### config.mk
export PLATFORM = sky130hd
export DESIGN_NAME = sfpa_front
export DESIGN_NICKNAME = d
export VERILOG_FILES = /design/src/rtl/single_freq_phasor_accumulator_defines.svh /design/src/rtl/sfpa_pkg.sv /design/src/rtl/sfpa_front.sv
export SDC_FILE = /design/constraint.sdc
export NUM_CORES = 2
export LEC_CHECK = 0
export ABC_AREA = 0
export BUFFER_PORTS_ARGS = -buffer_cell sky130_fd_sc_hd__buf_2
export CORE_MARGIN = 2
export CORE_UTILIZATION = 42
export CTS_BUF_LIST = sky130_fd_sc_hd__clkbuf_16
export CTS_CLUSTER_DIAMETER = 60
export DETAILED_ROUTE_END_ITERATION = 16
export GPL_TIMING_DRIVEN = 0
export HOLD_SLACK_MARGIN = 0.03
export MAX_ROUTING_LAYER = met4
export SYNTH_ARGS = -nofsm -noshare
export SYNTH_HDL_FRONTEND = slang
export SYNTH_SLANG_ARGS = --single-unit
### constraint.sdc
create_clock -name clk -period 6.9 [get_ports clk]
set_clock_uncertainty 0.05 [all_clocks]
set_input_delay 0.69 -clock clk [delete_from_list [all_inputs] [get_ports clk]]
set_output_delay 0.69 -clock clk [all_outputs]
set_load 0.005 [all_outputs]
### src/rtl/single_freq_phasor_accumulator_defines.svh
// Assertion macros for the single-frequency phasor accumulator.
// Included by the RTL file that carries concurrent assertions; needs clk and rst_n in scope.
`ifndef SINGLE_FREQ_PHASOR_ACCUMULATOR_DEFINES_SVH
`define SINGLE_FREQ_PHASOR_ACCUMULATOR_DEFINES_SVH

`ifndef ASSERT_OFF
// Same-cycle implication, checked at every rising edge outside reset.
`define SFPA_ASSERT_IMP(label, ante, cons) \
    label: assert property (@(posedge clk) disable iff (!rst_n) (ante) |-> (cons)) \
        else $error("sfpa assertion failed");
// Next-cycle implication, checked at every rising edge outside reset.
`define SFPA_ASSERT_NEXT(label, ante, cons) \
    label: assert property (@(posedge clk) disable iff (!rst_n) (ante) |=> (cons)) \
        else $error("sfpa assertion failed");
`else
`define SFPA_ASSERT_IMP(label, ante, cons)
`define SFPA_ASSERT_NEXT(label, ante, cons)
`endif

`endif

### src/rtl/sfpa_pkg.sv
// Shared types, constants and arithmetic helpers of the phasor accumulator.
// No dependencies; imported by every module of the block.
package sfpa_pkg;

    // Configuration register indexes.
    localparam logic [1:0] CFG_PHASE_STEP = 2'd0;
    localparam logic [1:0] CFG_DT_SCALE   = 2'd1;

    localparam logic [31:0] PHASE_STEP_RESET = 32'd0;
    localparam logic [15:0] DT_SCALE_RESET   = 16'd32768;

    localparam int QUEUE_DEPTH   = 4;
    localparam int CORDIC_STAGES = 16;

    // Gain-compensated CORDIC start value, 2^30 scale.
    localparam logic signed [32:0] CORDIC_X0 = 33'sd652032874;

    localparam logic signed [47:0] ACC_MAX = 48'sh7FFF_FFFF_FFFF;
    localparam logic signed [47:0] ACC_MIN = 48'sh8000_0000_0000;

    // One classified item handed from the front end to the back end.
    typedef struct packed {
        logic               slot_ok;
        logic [8:0]         slot;
        logic [31:0]        phase;
        logic signed [16:0] scaled;
    } queue_entry_t;

    // Arctangent of 2^-i as a fraction of a full turn, 2^32 per turn.
    function automatic logic signed [32:0] sfpa_atan(input logic [3:0] idx);
        logic signed [32:0] r;
        begin
            case (idx)
                4'd0:    r = 33'sh0_2000_0000;
                4'd1:    r = 33'sh0_12E4_051E;
                4'd2:    r = 33'sh0_09FB_385B;
                4'd3:    r = 33'sh0_0511_11D4;
                4'd4:    r = 33'sh0_028B_0D43;
                4'd5:    r = 33'sh0_0145_D7E1;
                4'd6:    r = 33'sh0_00A2_F61E;
                4'd7:    r = 33'sh0_0051_7C55;
                4'd8:    r = 33'sh0_0028_BE53;
                4'd9:    r = 33'sh0_0014_5F2F;
                4'd10:   r = 33'sh0_000A_2F98;
                4'd11:   r = 33'sh0_0005_17CC;
                4'd12:   r = 33'sh0_0002_8BE6;
                4'd13:   r = 33'sh0_0001_45F3;
                4'd14:   r = 33'sh0_0000_A2FA;
                4'd15:   r = 33'sh0_0000_517D;
                default: r = '0;
            endcase
            return r;
        end
    endfunction

    // Rounds a 2^30-scaled value to Q1.15 and clips it to 16 bits.
    function automatic logic signed [15:0] sfpa_to_q15(input logic signed [32:0] v);
        logic signed [33:0] t;
        logic signed [18:0] r;
        logic signed [15:0] q;
        begin
            t = {v[32], v} + 34'sd16384;
            r = t[33:15];
            if (r > 19'sd32767)
                q = 16'sh7FFF;
            else if (r < -19'sd32768)
                q = 16'sh8000;
            else
                q = r[15:0];
            return q;
        end
    endfunction

endpackage

### src/rtl/sfpa_front.sv
// Front end: configuration registers, input transfer, phase and sample scaling.
// Depends on sfpa_pkg; feeds sfpa_queue.
module sfpa_front
    import sfpa_pkg::*;
#(
    parameter int POINTS = 512
)
(
    input  logic               clk,
    input  logic               rst_n,
    input  logic               cfg_we,
    input  logic [1:0]         cfg_index,
    input  logic [31:0]        cfg_data,
    input  logic               in_valid,
    output logic               in_ready,
    input  logic [8:0]         slot,
    input  logic [23:0]        step_index,
    input  logic signed [15:0] field_sample,
    input  logic               q_full,
    input  logic               clear_busy,
    output logic               push,
    output queue_entry_t       push_data
);

    logic [31:0]        phase_step_reg, phase_step_next;
    logic [15:0]        dt_scale_reg,   dt_scale_next;
    logic [55:0]        phase_prod;
    logic signed [32:0] scale_prod;

    always_comb
    begin
        phase_step_next = phase_step_reg;
        dt_scale_next   = dt_scale_reg;
        if (cfg_we)
        begin
            case (cfg_index)
                CFG_PHASE_STEP: phase_step_next = cfg_data;
                CFG_DT_SCALE:   dt_scale_next   = cfg_data[15:0];
                default:        ;
            endcase
        end
    end

    always_ff @(posedge clk or negedge rst_n)
    begin
        if (!rst_n)
        begin
            phase_step_reg <= PHASE_STEP_RESET;
            dt_scale_reg   <= DT_SCALE_RESET;
        end
        else
        begin
            phase_step_reg <= phase_step_next;
            dt_scale_reg   <= dt_scale_next;
        end
    end

    // Only the low 32 bits of the phase matter: it wraps once per turn.
    assign phase_prod = phase_step_reg * step_index;
    assign scale_prod = field_sample * $signed({1'b0, dt_scale_reg});

    assign in_ready = !q_full && !clear_busy;
    assign push     = in_valid && in_ready;

    always_comb
    begin
        push_data.slot_ok = ({23'd0, slot} < 32'(POINTS));
        push_data.slot    = slot;
        push_data.phase   = phase_prod[31:0];
        push_data.scaled  = scale_prod[32:16];
    end

endmodule

After elaboration in Yosys (flattened, before gate mapping) --
Index checks and enable logic that the tools add are counted.
Storage, ports and cells: register bits 48, input port bits 89, output and inout bits 61, word-level logic and storage cells 12
Cells by class: multipliers 2, equal/unequal tests 1, reductions and logical operators 7
Operator list (number):
- multiplier 16 x 17 -> 33 bit | 1
- multiplier 32 x 24 -> 32 bit | 1
- AND reduction 2 bit | 2
- == test 2 x 1 -> 1 bit, second input constant | 1
- logical AND 1 bit | 2
- logical NOT 1 bit | 2
- logical NOT 2 bit | 1

Depth between registers and ports, before layout --
depth in word-level cells 3, mapped depth 25, depth with buffers taken out 23

Least setup slack after synthesis --
No wires, ideal clock.
kind input to output, from input step_index[3], to output push_data[45] in the netlist's numbering, arrival 6.487 ns, setup slack -0.327 ns, stages 23, path buffers 2, cells stage by stage clkbuf_1 > buf_1 > and2_1 > fa_1 > inv_1 > fa_1 > fa_1 > inv_1 > fa_1 > fa_1 > fa_1 > inv_1 > fa_1 > inv_1 > ha_1 > a21oi_1 > o221ai_1 > a21oi_1 > o41ai_2 > o2111ai_2 > nand2_2 > or4_1 > nand4_1
RTL lines:
- start, declared | RTL line sfpa_front.sv:17 | input logic [23:0] step_index,
- end, declared | RTL line sfpa_front.sv:22 | output queue_entry_t push_data

==> qor.csv <==
stage,metric,value,unit
run_status,outcome,"complete, but fails checks",
run_status,violations,setup timing,
cts,clockRootBuffer,clkbuf_16,
routing,dr.pass1.iters,6,
yosys,synth_cell_type_count,60,
die,coreArea,59000,sq um
routing,drtAntennaViolNets,0,
placement,gp_congestion,0.957,
sta,min_period,7.58,ns
global_route,antenna_found_initial,6,
die,dieArea,61700,sq um
placement,placed_area,26800,sq um
hold_path,hold_path.class,flop to flop,
finish,area_delta_synth_final,19.4,%
routing,avgViaCountPerCell,4.99,
die,start_util,42.5,%
critical_path,crit_path_max_fanout,5,
cts,cts_buffers,5,
critical_path,end_kind,primary output,
critical_path,arrival,6.84,ns
sta,setup_violations,24,
yosys,ys_seq_elements,48,
sta,worst_slack,-0.682,ns
yosys,synthAdderAreaFrac,56.9,%
cts,clk_path_buf_depth,2,
yosys,ys_seq_area_share,4.79,%
finish,layout_common_cells,"709 x inv_1, 569 x fa_1, 380 x and2_1",
die,die_w,248,um
cts,htreeDepth,2,
routing,wl_per_cell,19.7,um
yosys,synth_top_family_by_area,adder cells,
global_route,grt_pass1_vias,20900,
die,boundaryPins,150,
yosys,syn_area,25100,sq um
finish,largest_reg_flops,32,
global_route,grt_pass1_wl,118,mm
finish,final_common_cell,inv_1,
sta,rsz0062_at_grt,true,
cts,cts_hold_buf,0,
global_route,track_usage,25.5,%
critical_path,cp-startpoint,step_index[1],
cts,clk_latency,0.29,ns
sta,fmax,132,MHz
critical_path,r2r-start,phase_step_reg[13],
yosys,ys_async_sr_fraction,100,%
global_route,grt_max_degree,49,
routing,first_iter_violations,1025,
finish,nets,3907,
cts,cts_tree,built,
yosys,yosys_warnings,0,
cts,cts.sinks,48,
sta,worstMarginPinSlew,1.10,ns
critical_path,worstPathRequired,6.16,ns
sta,hold_viol_final,0,
hold_path,hp-start,phase_step_reg[31],
yosys,syn-num-nets,3655,
yosys,synth_area_per_cell,9.05,sq um
placement,dp_hpwl,61.2,mm
finish,drive_gt1_share,20.0,%
critical_path,crit_type,input pin to primary output,
global_route,grt.overflow.total,0,
yosys,synth_simple_gate_area_share,16.9,%
yosys,synth-edff-count,0,
sta,final_max_slew_viol_count,0,
placement,io_buffer_count,135,
yosys,synth_xor_area_share,3.00,%
yosys,synth_compound_area_share,3.22,%
sta,relSlewSlack,26.7,%
die,std_cell_rows,89,
die,die_y,248,um
critical_path,critPathLaunchType,input pin,
sta,finalCritPeriodShare,110,%
routing,drt_wl_total,74.9,mm
cts,clk_pin_slew,0.07,ns
routing,drcViolationCount,0,
yosys,synth_mux_area_share,2.15,%
job,maxCapViolCount,0,
yosys,ys.flop_type,dfrtp_1,
routing,vias,19000,
sta,setup_tns,-6.66,ns
finish,final_cell_area,30000,sq um
yosys,synthCells,2774,
-- logic make-up after synthesis --
family / after synthesis
AO/OA/AOI/OAI: 111
adder cells (fa/ha/maj): 792
multiplexers: 48
flip-flops: 48
other: 1
AND/OR/NAND/NOR: 825
buffers and inverters: 863
XOR/XNOR: 86
-- layout make-up --
| cell class | instances | area (sq um) |
|---|---|---|
| multi-input combinational | 1863 | 21400 |
| timing repair buffer | 250 | 1910 |
| fill | 5576 | 29000 |
| tap | 773 | 967 |
| sequential | 48 | 1240 |
| clock inverter | 3 | 46.3 |
| antenna | 3 | 7.51 |
| inverter | 735 | 2760 |
| clock buffer | 5 | 125 |
| buffer | 123 | 1470 |
-- per-stage QoR --
stage / instances / setup WS, ns / hold slack, ns / utilization [%]
after floorplan: 2774 / -0.0692 / 0.344 / -
after global placement: 3682 / -1.66 / 0.449 / 45.5
after detailed placement: 3682 / -1.64 / 0.467 / 45.5
after CTS: 3782 / -0.652 / 0.485 / 50.1
after global routing: 3803 / -0.858 / 0.526 / 50.8
final: 3803 / -0.682 / 0.486 / 50.8
-- Yosys cell counts, types with 3 or more instances --
master / number / area share, %
nand2b_1: 13 / 0.32
o21ai_1: 4 / 0.080
nand3_1: 9 / 0.18
buf_4: 10 / 0.30
nor2b_1: 3 / 0.075
nand2_1: 342 / 5.1
o21ai_0: 11 / 0.22
o41ai_2: 3 / 0.19
inv_1: 734 / 11
a211oi_1: 4 / 0.12
a21o_1: 12 / 0.36
nand4_1: 8 / 0.20
o211ai_1: 3 / 0.090
or3_1: 3 / 0.075
xor2_1: 20 / 0.70
o21a_1: 6 / 0.18
dfrtp_1: 47 / 4.7
nor2_1: 27 / 0.40
xnor2_1: 66 / 2.3
mux2_2: 48 / 2.2
or4_1: 3 / 0.090
a21oi_1: 33 / 0.66
nor4_1: 4 / 0.10
buf_1: 3 / 0.045
ha_1: 210 / 10
o21bai_1: 9 / 0.27
clkbuf_1: 115 / 1.7
nor3_1: 6 / 0.12
and2_1: 400 / 10
fa_1: 582 / 46
-- path summary, 6_finish.rpt --
check                                     end  slack, ns  cells after the start
max                             push_data[48]      -0.68                     24
min                        phase_step_reg[31]       0.49                      1
max reg2reg                phase_step_reg[13]       5.61                      3
min reg2reg                phase_step_reg[31]       0.49                      1
min in group asynchronous  phase_step_reg[26]       0.54                      1
max in group asynchronous     dt_scale_reg[5]       5.49                      1
-- metal layers --
layer  vias to the layer above  track usage, %  share of wire [%]
met4                         0            6.54                3.2
met3                       136            5.06                7.1
met2                       631            40.7                 47
met1                      9723            33.3                 43
met5                         -               -                  0
li1                       8474               -                  -
-- repair_timing --
item,CTS,global route
pin swaps,91,43
gates cloned,1,0
gates resized for setup,478,90
endpoints found under the hold margin,0,0
setup buffers,98,23
endpoints found under the setup margin,38,33
-- critical path, cell delays in order --
cell and delay (ns):
buf_12 0.12, clkbuf_16 0.16, and2_4 0.16, fa_1 0.55, inv_2 0.04, fa_1 0.51, fa_1 0.58, inv_2 0.05
fa_2 0.55, fa_2 0.43, fa_1 0.49, inv_1 0.05, fa_1 0.51, inv_2 0.05, ha_4 0.22, a21o_1 0.17
a21o_1 0.20, a21oi_4 0.23, o21ai_2 0.09, a21oi_4 0.19, o21ai_4 0.12, o41ai_2 0.38, xnor2_1 0.15, buf_2 0.13
Power is not shown: default switching activity piles up to over one toggle a cycle in this logic, so the estimate is an artifact.
