**config.mk**
```make
export PLATFORM = sky130hd
export DESIGN_NAME = sfpa_queue
export DESIGN_NICKNAME = d
export VERILOG_FILES = /design/src/rtl/single_freq_phasor_accumulator_defines.svh /design/src/rtl/sfpa_pkg.sv /design/src/rtl/sfpa_queue.sv
export SDC_FILE = /design/constraint.sdc
export NUM_CORES = 1
export LEC_CHECK = 0
export BUFFER_PORTS_ARGS = -buffer_cell sky130_fd_sc_hd__clkbuf_2
export CAP_MARGIN = 5
export CORE_UTILIZATION = 55
export CTS_CLUSTER_DIAMETER = 60
export DETAILED_ROUTE_END_ITERATION = 10
export GPL_ROUTABILITY_DRIVEN = 0
export HOLD_SLACK_MARGIN = 0.08
export PLACE_DENSITY = 0.77
export SYNTH_ARGS = -nofsm -noshare
export SYNTH_HDL_FRONTEND = slang
export SYNTH_SLANG_ARGS = --single-unit
export TNS_END_PERCENT = 50
```
**constraint.sdc**
```tcl
create_clock -name clk -period 3.2 [get_ports clk]
set_input_delay 0.96 -clock clk [delete_from_list [all_inputs] [get_ports clk]]
set_output_delay 0.96 -clock clk [all_outputs]
set_load 0.01 [all_outputs]
```
**src/rtl/single_freq_phasor_accumulator_defines.svh**
```systemverilog
// Assertion macros for the single-frequency phasor accumulator.
// Included by the RTL file that carries concurrent assertions; needs clk and rst_n in scope.
`ifndef SINGLE_FREQ_PHASOR_ACCUMULATOR_DEFINES_SVH
`define SINGLE_FREQ_PHASOR_ACCUMULATOR_DEFINES_SVH

`ifndef ASSERT_OFF
// Same-cycle implication, checked at every rising edge outside reset.
`define SFPA_ASSERT_IMP(label, ante, cons) \
    label: assert property (@(posedge clk) disable iff (!rst_n) (ante) |-> (cons)) \
        else $error("sfpa assertion failed");
// Next-cycle implication, checked at every rising edge outside reset.
`define SFPA_ASSERT_NEXT(label, ante, cons) \
    label: assert property (@(posedge clk) disable iff (!rst_n) (ante) |=> (cons)) \
        else $error("sfpa assertion failed");
`else
`define SFPA_ASSERT_IMP(label, ante, cons)
`define SFPA_ASSERT_NEXT(label, ante, cons)
`endif

`endif

```
**src/rtl/sfpa_pkg.sv**
```systemverilog
// Shared types, constants and arithmetic helpers of the phasor accumulator.
// No dependencies; imported by every module of the block.
package sfpa_pkg;

    // Configuration register indexes.
    localparam logic [1:0] CFG_PHASE_STEP = 2'd0;
    localparam logic [1:0] CFG_DT_SCALE   = 2'd1;

    localparam logic [31:0] PHASE_STEP_RESET = 32'd0;
    localparam logic [15:0] DT_SCALE_RESET   = 16'd32768;

    localparam int QUEUE_DEPTH   = 4;
    localparam int CORDIC_STAGES = 16;

    // Gain-compensated CORDIC start value, 2^30 scale.
    localparam logic signed [32:0] CORDIC_X0 = 33'sd652032874;

    localparam logic signed [47:0] ACC_MAX = 48'sh7FFF_FFFF_FFFF;
    localparam logic signed [47:0] ACC_MIN = 48'sh8000_0000_0000;

    // One classified item handed from the front end to the back end.
    typedef struct packed {
        logic               slot_ok;
        logic [8:0]         slot;
        logic [31:0]        phase;
        logic signed [16:0] scaled;
    } queue_entry_t;

    // Arctangent of 2^-i as a fraction of a full turn, 2^32 per turn.
    function automatic logic signed [32:0] sfpa_atan(input logic [3:0] idx);
        logic signed [32:0] r;
        begin
            case (idx)
                4'd0:    r = 33'sh0_2000_0000;
                4'd1:    r = 33'sh0_12E4_051E;
                4'd2:    r = 33'sh0_09FB_385B;
                4'd3:    r = 33'sh0_0511_11D4;
                4'd4:    r = 33'sh0_028B_0D43;
                4'd5:    r = 33'sh0_0145_D7E1;
                4'd6:    r = 33'sh0_00A2_F61E;
                4'd7:    r = 33'sh0_0051_7C55;
                4'd8:    r = 33'sh0_0028_BE53;
                4'd9:    r = 33'sh0_0014_5F2F;
                4'd10:   r = 33'sh0_000A_2F98;
                4'd11:   r = 33'sh0_0005_17CC;
                4'd12:   r = 33'sh0_0002_8BE6;
                4'd13:   r = 33'sh0_0001_45F3;
                4'd14:   r = 33'sh0_0000_A2FA;
                4'd15:   r = 33'sh0_0000_517D;
                default: r = '0;
            endcase
            return r;
        end
    endfunction

    // Rounds a 2^30-scaled value to Q1.15 and clips it to 16 bits.
    function automatic logic signed [15:0] sfpa_to_q15(input logic signed [32:0] v);
        logic signed [33:0] t;
        logic signed [18:0] r;
        logic signed [15:0] q;
        begin
            t = {v[32], v} + 34'sd16384;
            r = t[33:15];
            if (r > 19'sd32767)
                q = 16'sh7FFF;
            else if (r < -19'sd32768)
                q = 16'sh8000;
            else
                q = r[15:0];
            return q;
        end
    endfunction

endpackage

```
**src/rtl/sfpa_queue.sv**
```systemverilog
// Short queue of classified items between the front end and the back end.
// Depends on sfpa_pkg for the entry type and depth.
module sfpa_queue
    import sfpa_pkg::*;
(
    input  logic         clk,
    input  logic         rst_n,
    input  logic         push,
    input  queue_entry_t push_data,
    output logic         full,
    input  logic         pop,
    output queue_entry_t head,
    output logic         empty
);

    localparam int PW = $clog2(QUEUE_DEPTH);
    localparam logic [PW:0] DEPTH_COUNT = (PW + 1)'(QUEUE_DEPTH);

    queue_entry_t  entries [QUEUE_DEPTH];
    logic [PW-1:0] wr_ptr_reg, wr_ptr_next;
    logic [PW-1:0] rd_ptr_reg, rd_ptr_next;
    logic [PW:0]   count_reg,  count_next;

    always_comb
    begin
        wr_ptr_next = push ? wr_ptr_reg + 1'b1 : wr_ptr_reg;
        rd_ptr_next = pop ? rd_ptr_reg + 1'b1 : rd_ptr_reg;
        count_next  = count_reg;
        if (push && !pop)
            count_next = count_reg + 1'b1;
        else if (pop && !push)
            count_next = count_reg - 1'b1;
    end

    always_ff @(posedge clk or negedge rst_n)
    begin
        if (!rst_n)
        begin
            wr_ptr_reg <= '0;
            rd_ptr_reg <= '0;
            count_reg  <= '0;
        end
        else
        begin
            wr_ptr_reg <= wr_ptr_next;
            rd_ptr_reg <= rd_ptr_next;
            count_reg  <= count_next;
        end
    end

    always_ff @(posedge clk)
    begin
        if (push)
            entries[wr_ptr_reg] <= push_data;
    end

    assign head  = entries[rd_ptr_reg];
    assign empty = (count_reg == '0);
    assign full  = (count_reg == DEPTH_COUNT);

endmodule

```
---- Yosys cells after proc, flatten, opt, wreduce, memory -nomap -nowiden ----
Memories as Yosys holds them, arrays and structs flattened.
Index checks and enable logic that the tools add are counted.
cells by class
  reductions and logical operators ........ 6
  equal/unequal tests ..................... 1
  $add $sub $neg .......................... 4
  multiplexer cells ....................... 4
operators with widths
  operator                                           number
  two-way mux 3 bit                                  2
  adder 2 x 1 -> 2 bit (second input constant)       2
  adder 3 x 1 -> 3 bit (second input constant)       1
  == test 3 bit (second input constant)              1
  logical NOT 3 bit                                  1
  subtractor 3 x 1 -> 3 bit (second input constant)  1
  logical AND 1 bit                                  2
  logical NOT 1 bit                                  2
  two-way mux 1 bit                                  2
  nonzero test 2 bit                                 1
storage, ports and cells
  flip-flop bits (word level) ............. 7
  memories kept ........................... 1
  RAM bits ................................ 236
  output and inout bits ................... 61
memories
  memory   words  bits a word  read ports  clocked after memory_dff  wr ports  RTL line          RTL
  entries  4      59           1           0                         1         sfpa_queue.sv:19  queue_entry_t entries [QUEUE_DEPTH];

---- Longest topological paths before layout ----
Gate-level depths: netlist of run 1.
  depth after elaboration ................. 4
  mapped depth ............................ 7
  mapped depth without buffers ............ 7

---- Worst setup path after synthesis of run 1 ----
No wires, ideal clock.
  kind .................................... input port to flip-flop
  start point ............................. input push
  end point ............................... memory entries[1][0] in the netlist's numbering (enable)
  data required time ...................... 2.777 ns
  stages on the path ...................... 1
  slack ................................... 0.422 ns
  library setup time ...................... 0.423 ns
  path buffers ............................ 0
  data arrival time ....................... 2.355 ns
  cell sequence ........................... and2_1
between the ends
  word-level cells in the longest chain between the ends .. 2
RTL lines
  item                                     RTL line          RTL
  from (decl)                              sfpa_queue.sv:8   input logic push,
  two-way mux 1 bit                        sfpa_queue.sv:53  if (push)
  two-way mux 1 bit (not written as such)  sfpa_queue.sv:54  entries[wr_ptr_reg] <= push_data;
  to (decl)                                sfpa_queue.sv:19
Every way passes these cells.

==> flow_summary.yaml, run 1 <==
run_status:
  status: "finished clean"
drt:
  drt-pass1-iter-count: 5
  routed_via_density: 5.46
  wl_per_cell_um: 21.1
  drt-total-wl_um: 15300
  drtIter0Drc: 242
  ant_nets: 0
  drc: 0
  num_vias: 3959
synthesis:
  synth-compound-area-share: 0.000558
  synthAdderAreaFrac: 0.00920
  synth.most_common_cell: "edfxtp_1"
  synthesis.area_sq_um: 8970
  synth_warnings: 0
  synth_top_family_by_area: "multiplexers"
  synth_top_cells_by_area: "edfxtp_1 79%, mux4_2 15%, dfrtp_1 2.0%"
  ys_ff_latch: 243
  synth_mux_area_frac: 0.150
  synth_ff_type: "edfxtp_1"
  yosys.area_share.simple: 0.00544
  avgSynthCellArea_sq_um: 26.2
  synth-xor-area-share: 0.00586
  syn_nets: 412
  synth-edff-count: 236
  async_reset_ff_frac: 0.0288
  ys_top_cells_by_count: "236 x edfxtp_1, 58 x mux4_2, 7 x dfrtp_1, 6 x buf_12, 6 x buf_2"
  ys_seq_area_frac: 0.809
  synth_top_area_cell: "edfxtp_1"
  yosysUniqueCellTypes: 20
  netlist.area_leader.share: 0.790
  syn_inst: 343
worst_setup_path:
  r2r-start: "wr_ptr_reg[0]"
  crit_type: "reg2out"
  r2r_slack_ps: 1450
  cp_data_arrival_time_ps: 2000
  r2r_cells: 4
  startpoint_type: "flip-flop"
  regToRegEndpoint: "entries[2][8]"
  crit_required_ps: 2240
  crit_path_end_kind: "output pin"
  cp_max_fo: 11
placed_design:
  port_buffers: 123
  place_hpwl_um: 9500
  dp_cells: 678
grt:
  track_usage: 0.187
  overflow: 0
  grt_pass1_vias: 4212
  grt_max_degree: 32
  grt_pass1_wl_um: 23100
  antenna_found_initial: 0
sta:
  slew_violations: 0
  clock_skew_ps: 9.97
  period_share: 0.926
  finalSetupTns_ps: 0
  tightest_slew_ps: 486
  setup_viol: 0
  timing_hold_violations_final: 0
  slew-limit-headroom: 0.676
  max_clock_freq_mhz: 337
  fin_crit_ps: 2960
  rsz0062_at_grt: "false"
power:
  p_leak_nw: 3.70
  ir_drop_v: 0.000514
  power.density_nw_per_um2: 915
cells_and_area:
  largest_reg_flops: 236
  stdcell_count: 725
  area_growth_pct: 18.2
  fill_cells: 1037
  diodes: 0
  nets: 561
  drive_above_1_share: 0.460
clock_tree:
  cts.sinks: 243
  cts_resized: 0
  post-cts-setup-buffer-count: 3
  clock_latency_ps: 510
  cts.path.max_buffers: 3
  h-tree-depth: 1
  cts_inserted_buffers: 25
  hold_buffers: 0
  cts_tree: "yes"
  cts_root_buf: "clkbuf_16"
  path_clk_slew_ps: 60
die:
  die_area_sq_um: 16800
  num_rows: 46
  io_pins: 124
  start_util: 0.565
  dieWidth_um: 130
  fp.dieH_um: 130
  coreArea_sq_um: 15900
run:
  maxCapViolCount: 0
worst_hold_path:
  hold_class: "in2async"
## metrics by stage
step	setup slack, ps	util	hold slack [ps]	total power, W	cell area (sq um)
6_report	236	0.668	283	0.00971	10600
4_1_cts	208	0.668	281	0.00985	10600
3_3_place_gp	484	0.622	472	0.00722	9870
5_1_grt	164	0.668	295	0.0102	10600
2_1_floorplan	422	-	456	0.00632	8970
3_5_place_dp	484	0.622	490	0.00729	9870
## final cells by class
class,instances,area (sq um),share of cell area
clock buffer,32,652,0.0614
clock inverter,12,65.1,0.00613
inverter,4,15.0,0.00141
multi-input combinational,82,1540,0.145
sequential,243,7270,0.685
tap,216,270,0.0255
timing repair buffer,136,801,0.0755
## power breakdown
part	internal [W]	switching, W	total [W]
Clock	0.00144	0.00109	0.00253
Combinational	0.00135	0.00144	0.00279
Sequential	0.00417	0.000223	0.00439
## cell usage in the layout, fill, tap and decap left out
cell / netlist / final
nor3b_1: 1 / 1
mux2_2: 1 / 1
clkbuf_1: 1 / 7
mux4_1: 1 / 1
buf_12: 6 / 7
clkinv_1: 0 / 4
mux4_2: 58 / 58
xnor2_1: 2 / 2
xor2_1: 4 / 4
nand2_1: 2 / 2
clkinvlp_4: 0 / 1
dfrtp_4: 0 / 1
inv_1: 4 / 4
fa_1: 1 / 1
dfrtp_1: 7 / 5
buf_4: 0 / 6
edfxtp_1: 236 / 236
clkbuf_2: 0 / 123
dfrtp_2: 0 / 1
clkinv_2: 0 / 5
nor2_1: 1 / 1
o21ai_0: 1 / 1
clkinv_4: 0 / 1
ha_1: 5 / 5
clkbuf_16: 0 / 25
and2_4: 0 / 4
inv_6: 0 / 1
nor3_1: 1 / 1
## kinds of logic (layout without fill, tap and decap cells)
family | count (synthesis) | in the layout
buffers and inverters | 18 | 184
AND/OR/NAND/NOR | 9 | 9
adder cells (fa/ha/maj) | 6 | 6
XOR/XNOR | 6 | 6
multiplexers | 60 | 60
flip-flops | 243 | 243
AO/OA/AOI/OAI | 1 | 1
## how the worst max path moves through the flow
| stage | cells past startpoint | startpoint | to | slack (ps) |
|---|---|---|---|---|
| after floorplan | 1 | push | entries[1][0] | 420 |
| after global placement | 3 | rd_ptr_reg[0] | head[0] | 480 |
| after detailed placement | 3 | rd_ptr_reg[0] | head[30] | 480 |
| after CTS | 3 | rd_ptr_reg[0] | head[30] | 210 |
| after global routing | 3 | rd_ptr_reg[0] | head[30] | 160 |
| final | 3 | rd_ptr_reg[0] | head[30] | 240 |
## routing by layer
layer	part of all wire	global-route usage	vias up
li1	-	-	1758
met1	0.42	0.249	2030
met2	0.49	0.310	144
met3	0.075	0.0513	27
met4	0.020	0.0499	0
met5	0	0	-
## critical path: stages (launching register included)
cell and delay [ps]:
dfrtp_4 510, buf_4 280, mux4_2 560, clkbuf_2 150
No activity file was read; power rests on OpenSTA's default activity.
==> run 2: changes to the inputs <==
GPL_TIMING_DRIVEN = 0   (was not set)
MAX_ROUTING_LAYER = met4   (was not set)
PLACE_DENSITY = not set   (was 0.77)
PLACE_DENSITY_LB_ADDON = 0.1   (was not set)
==> flow_summary.yaml, run 2 (synthesis gave the netlist of run 1 again) <==
power:
  power.density_nw_per_um2: 916
  p_clk_frac: 0.255
  ir_drop_v: 0.000555
  swShare: 0.281
  p_leak_nw: 3.72
  p_sw_w: 0.00274
  p_comb_frac: 0.303
  power.share.sequential: 0.442
  p_int_w: 0.00702
run:
  maxCapViolCount: 0
grt:
  grt_max_degree: 34
  track_usage: 0.194
  grt_pass1_wl_um: 23000
  overflow: 0
  grt_pass1_vias: 4231
  antenna_found_initial: 0
drt:
  drt-total-wl_um: 15200
  routed_via_density: 5.45
  ant_nets: 0
  num_vias: 3970
  drt-pass1-iter-count: 4
  wl_per_cell_um: 20.9
  drtIter0Drc: 290
  drc: 0
sta:
  slew_violations: 0
  clock_skew_ps: 8.42
  setup_viol: 0
  rsz0062_at_grt: "false"
  timing_hold_violations_final: 0
  period_share: 0.921
  whs_ps: 300
  slew-limit-headroom: 0.666
  fin_crit_ps: 2950
  max_clock_freq_mhz: 339
  tightest_slew_ps: 501
die:
  die_area_sq_um: 16800
  num_rows: 46
  coreArea_sq_um: 15900
  dieWidth_um: 130
  fp.dieH_um: 130
  start_util: 0.565
  io_pins: 124
worst_setup_path:
  path_cells: "clkbuf_1 > buf_2 > mux4_2 > clkbuf_2"
  crit_type: "reg2out"
  cp_max_fo: 10
  cp_num_buf_inv: 3
  startpoint_type: "flip-flop"
  crit_path_end_kind: "output pin"
  crit_required_ps: 2240
  cp_data_arrival_time_ps: 1990
  slowest_delay_ps: 360
  slowest_stage: "buf_2"
  critPathTopFamily: "buffers and inverters"
cells_and_area:
  diodes: 0
  mostFrequentLayoutCell: "edfxtp_1"
  drive_above_1_share: 0.454
  largest_reg_flops: 236
  multi_input_area_sq_um: 1540
  fill_cells: 1059
  regArea_sq_um: 7260
  nets: 566
  final_cell_mix: "236 x edfxtp_1, 123 x clkbuf_2, 58 x mux4_2"
  design_area_sq_um: 10700
  area_growth_pct: 18.7
placed_design:
  port_buffers: 123
  place_hpwl_um: 9240
  post_dp_cell_area_sq_um: 9950
clock_tree:
  cts_tree: "yes"
  cts_root_buf: "clkbuf_16"
  hold_buffers: 0
  cts_resized: 0
  post-cts-setup-buffer-count: 0
  path_clk_slew_ps: 60
  cts.sinks: 243
  h-tree-depth: 1
  clock_latency_ps: 500
  cts_inserted_buffers: 25
  cts.path.max_buffers: 3
worst_hold_path:
  hold_class: "in2async"
run_status:
  status: "finished clean"
[run 2: cell types whose count changed in the layout (fill, tap and decap cells not counted), moves of 2 or more]
cell	delta
buf_2	+6
buf_4	-6
buf_12	+3
clkbuf_1	+3
dfrtp_1	+2
[run 2: final cells by class]
cell class              count  share of cell area
plain buffers              14              0.0155
clock buffers              34              0.0619
clock inverters             9             0.00376
inverters                   4             0.00141
multi-input cells          82               0.145
flip-flops and latches    243               0.682
well taps                 216              0.0254
repair buffers            127              0.0653
[run 2: worst reg2reg max path, delay by kind of cell, from the launching register on]
kind,cells,cell delay [ps]
flops,1,430
buf+inv,2,380
fa+ha+maj,1,150
simple gates,1,450
[run 2: metrics by stage]
stage | instances | power, W | util | setup WS [ps] | setup TNS, ps
final | 729 | 0.00975 | 0.670 | 253 | 0
after global routing | 729 | 0.0102 | 0.670 | 140 | 0
after CTS | 729 | 0.00991 | 0.670 | 205 | 0
after detailed placement | 686 | 0.00740 | 0.626 | 753 | 0
after global placement | 682 | 0.00732 | 0.621 | -894 | -207950
after floorplan | 343 | 0.00632 | - | 422 | 0
[run 2: worst paths after layout]
kind	cells after the start	slack, ps	end	from
setup / recovery	4	250	head[46]	rd_ptr_reg[1]
hold / removal	1	300	count_reg[2]	rst_n
setup reg to reg	4	1450	entries[0][14]	wr_ptr_reg[0]
hold reg to reg	1	510	count_reg[2]	count_reg[2]
max in group asynchronous	1	2720	rd_ptr_reg[0]	rst_n
min in group clk	1	510	count_reg[2]	count_reg[2]
[run 2: routing by layer]
| layer | global-route usage | vias to the layer above | share of wire |
|---|---|---|---|
| met5 | - | - | 0 |
| met4 | 0.0472 | 0 | 0.019 |
| met3 | 0.0484 | 26 | 0.065 |
| met2 | 0.327 | 117 | 0.52 |
| met1 | 0.240 | 2055 | 0.40 |
| li1 | - | 1772 | - |
[run 2: power by group through the flow]
stage	Clock, W	Sequential (W)	Combinational (W)
global route	0.00266	0.00436	0.00321
finish	0.00249	0.00431	0.00295
floorplan	0	0.00435	0.00197
detailed placement	0	0.00438	0.00302
global placement	0	0.00440	0.00291
CTS	0.00255	0.00432	0.00304
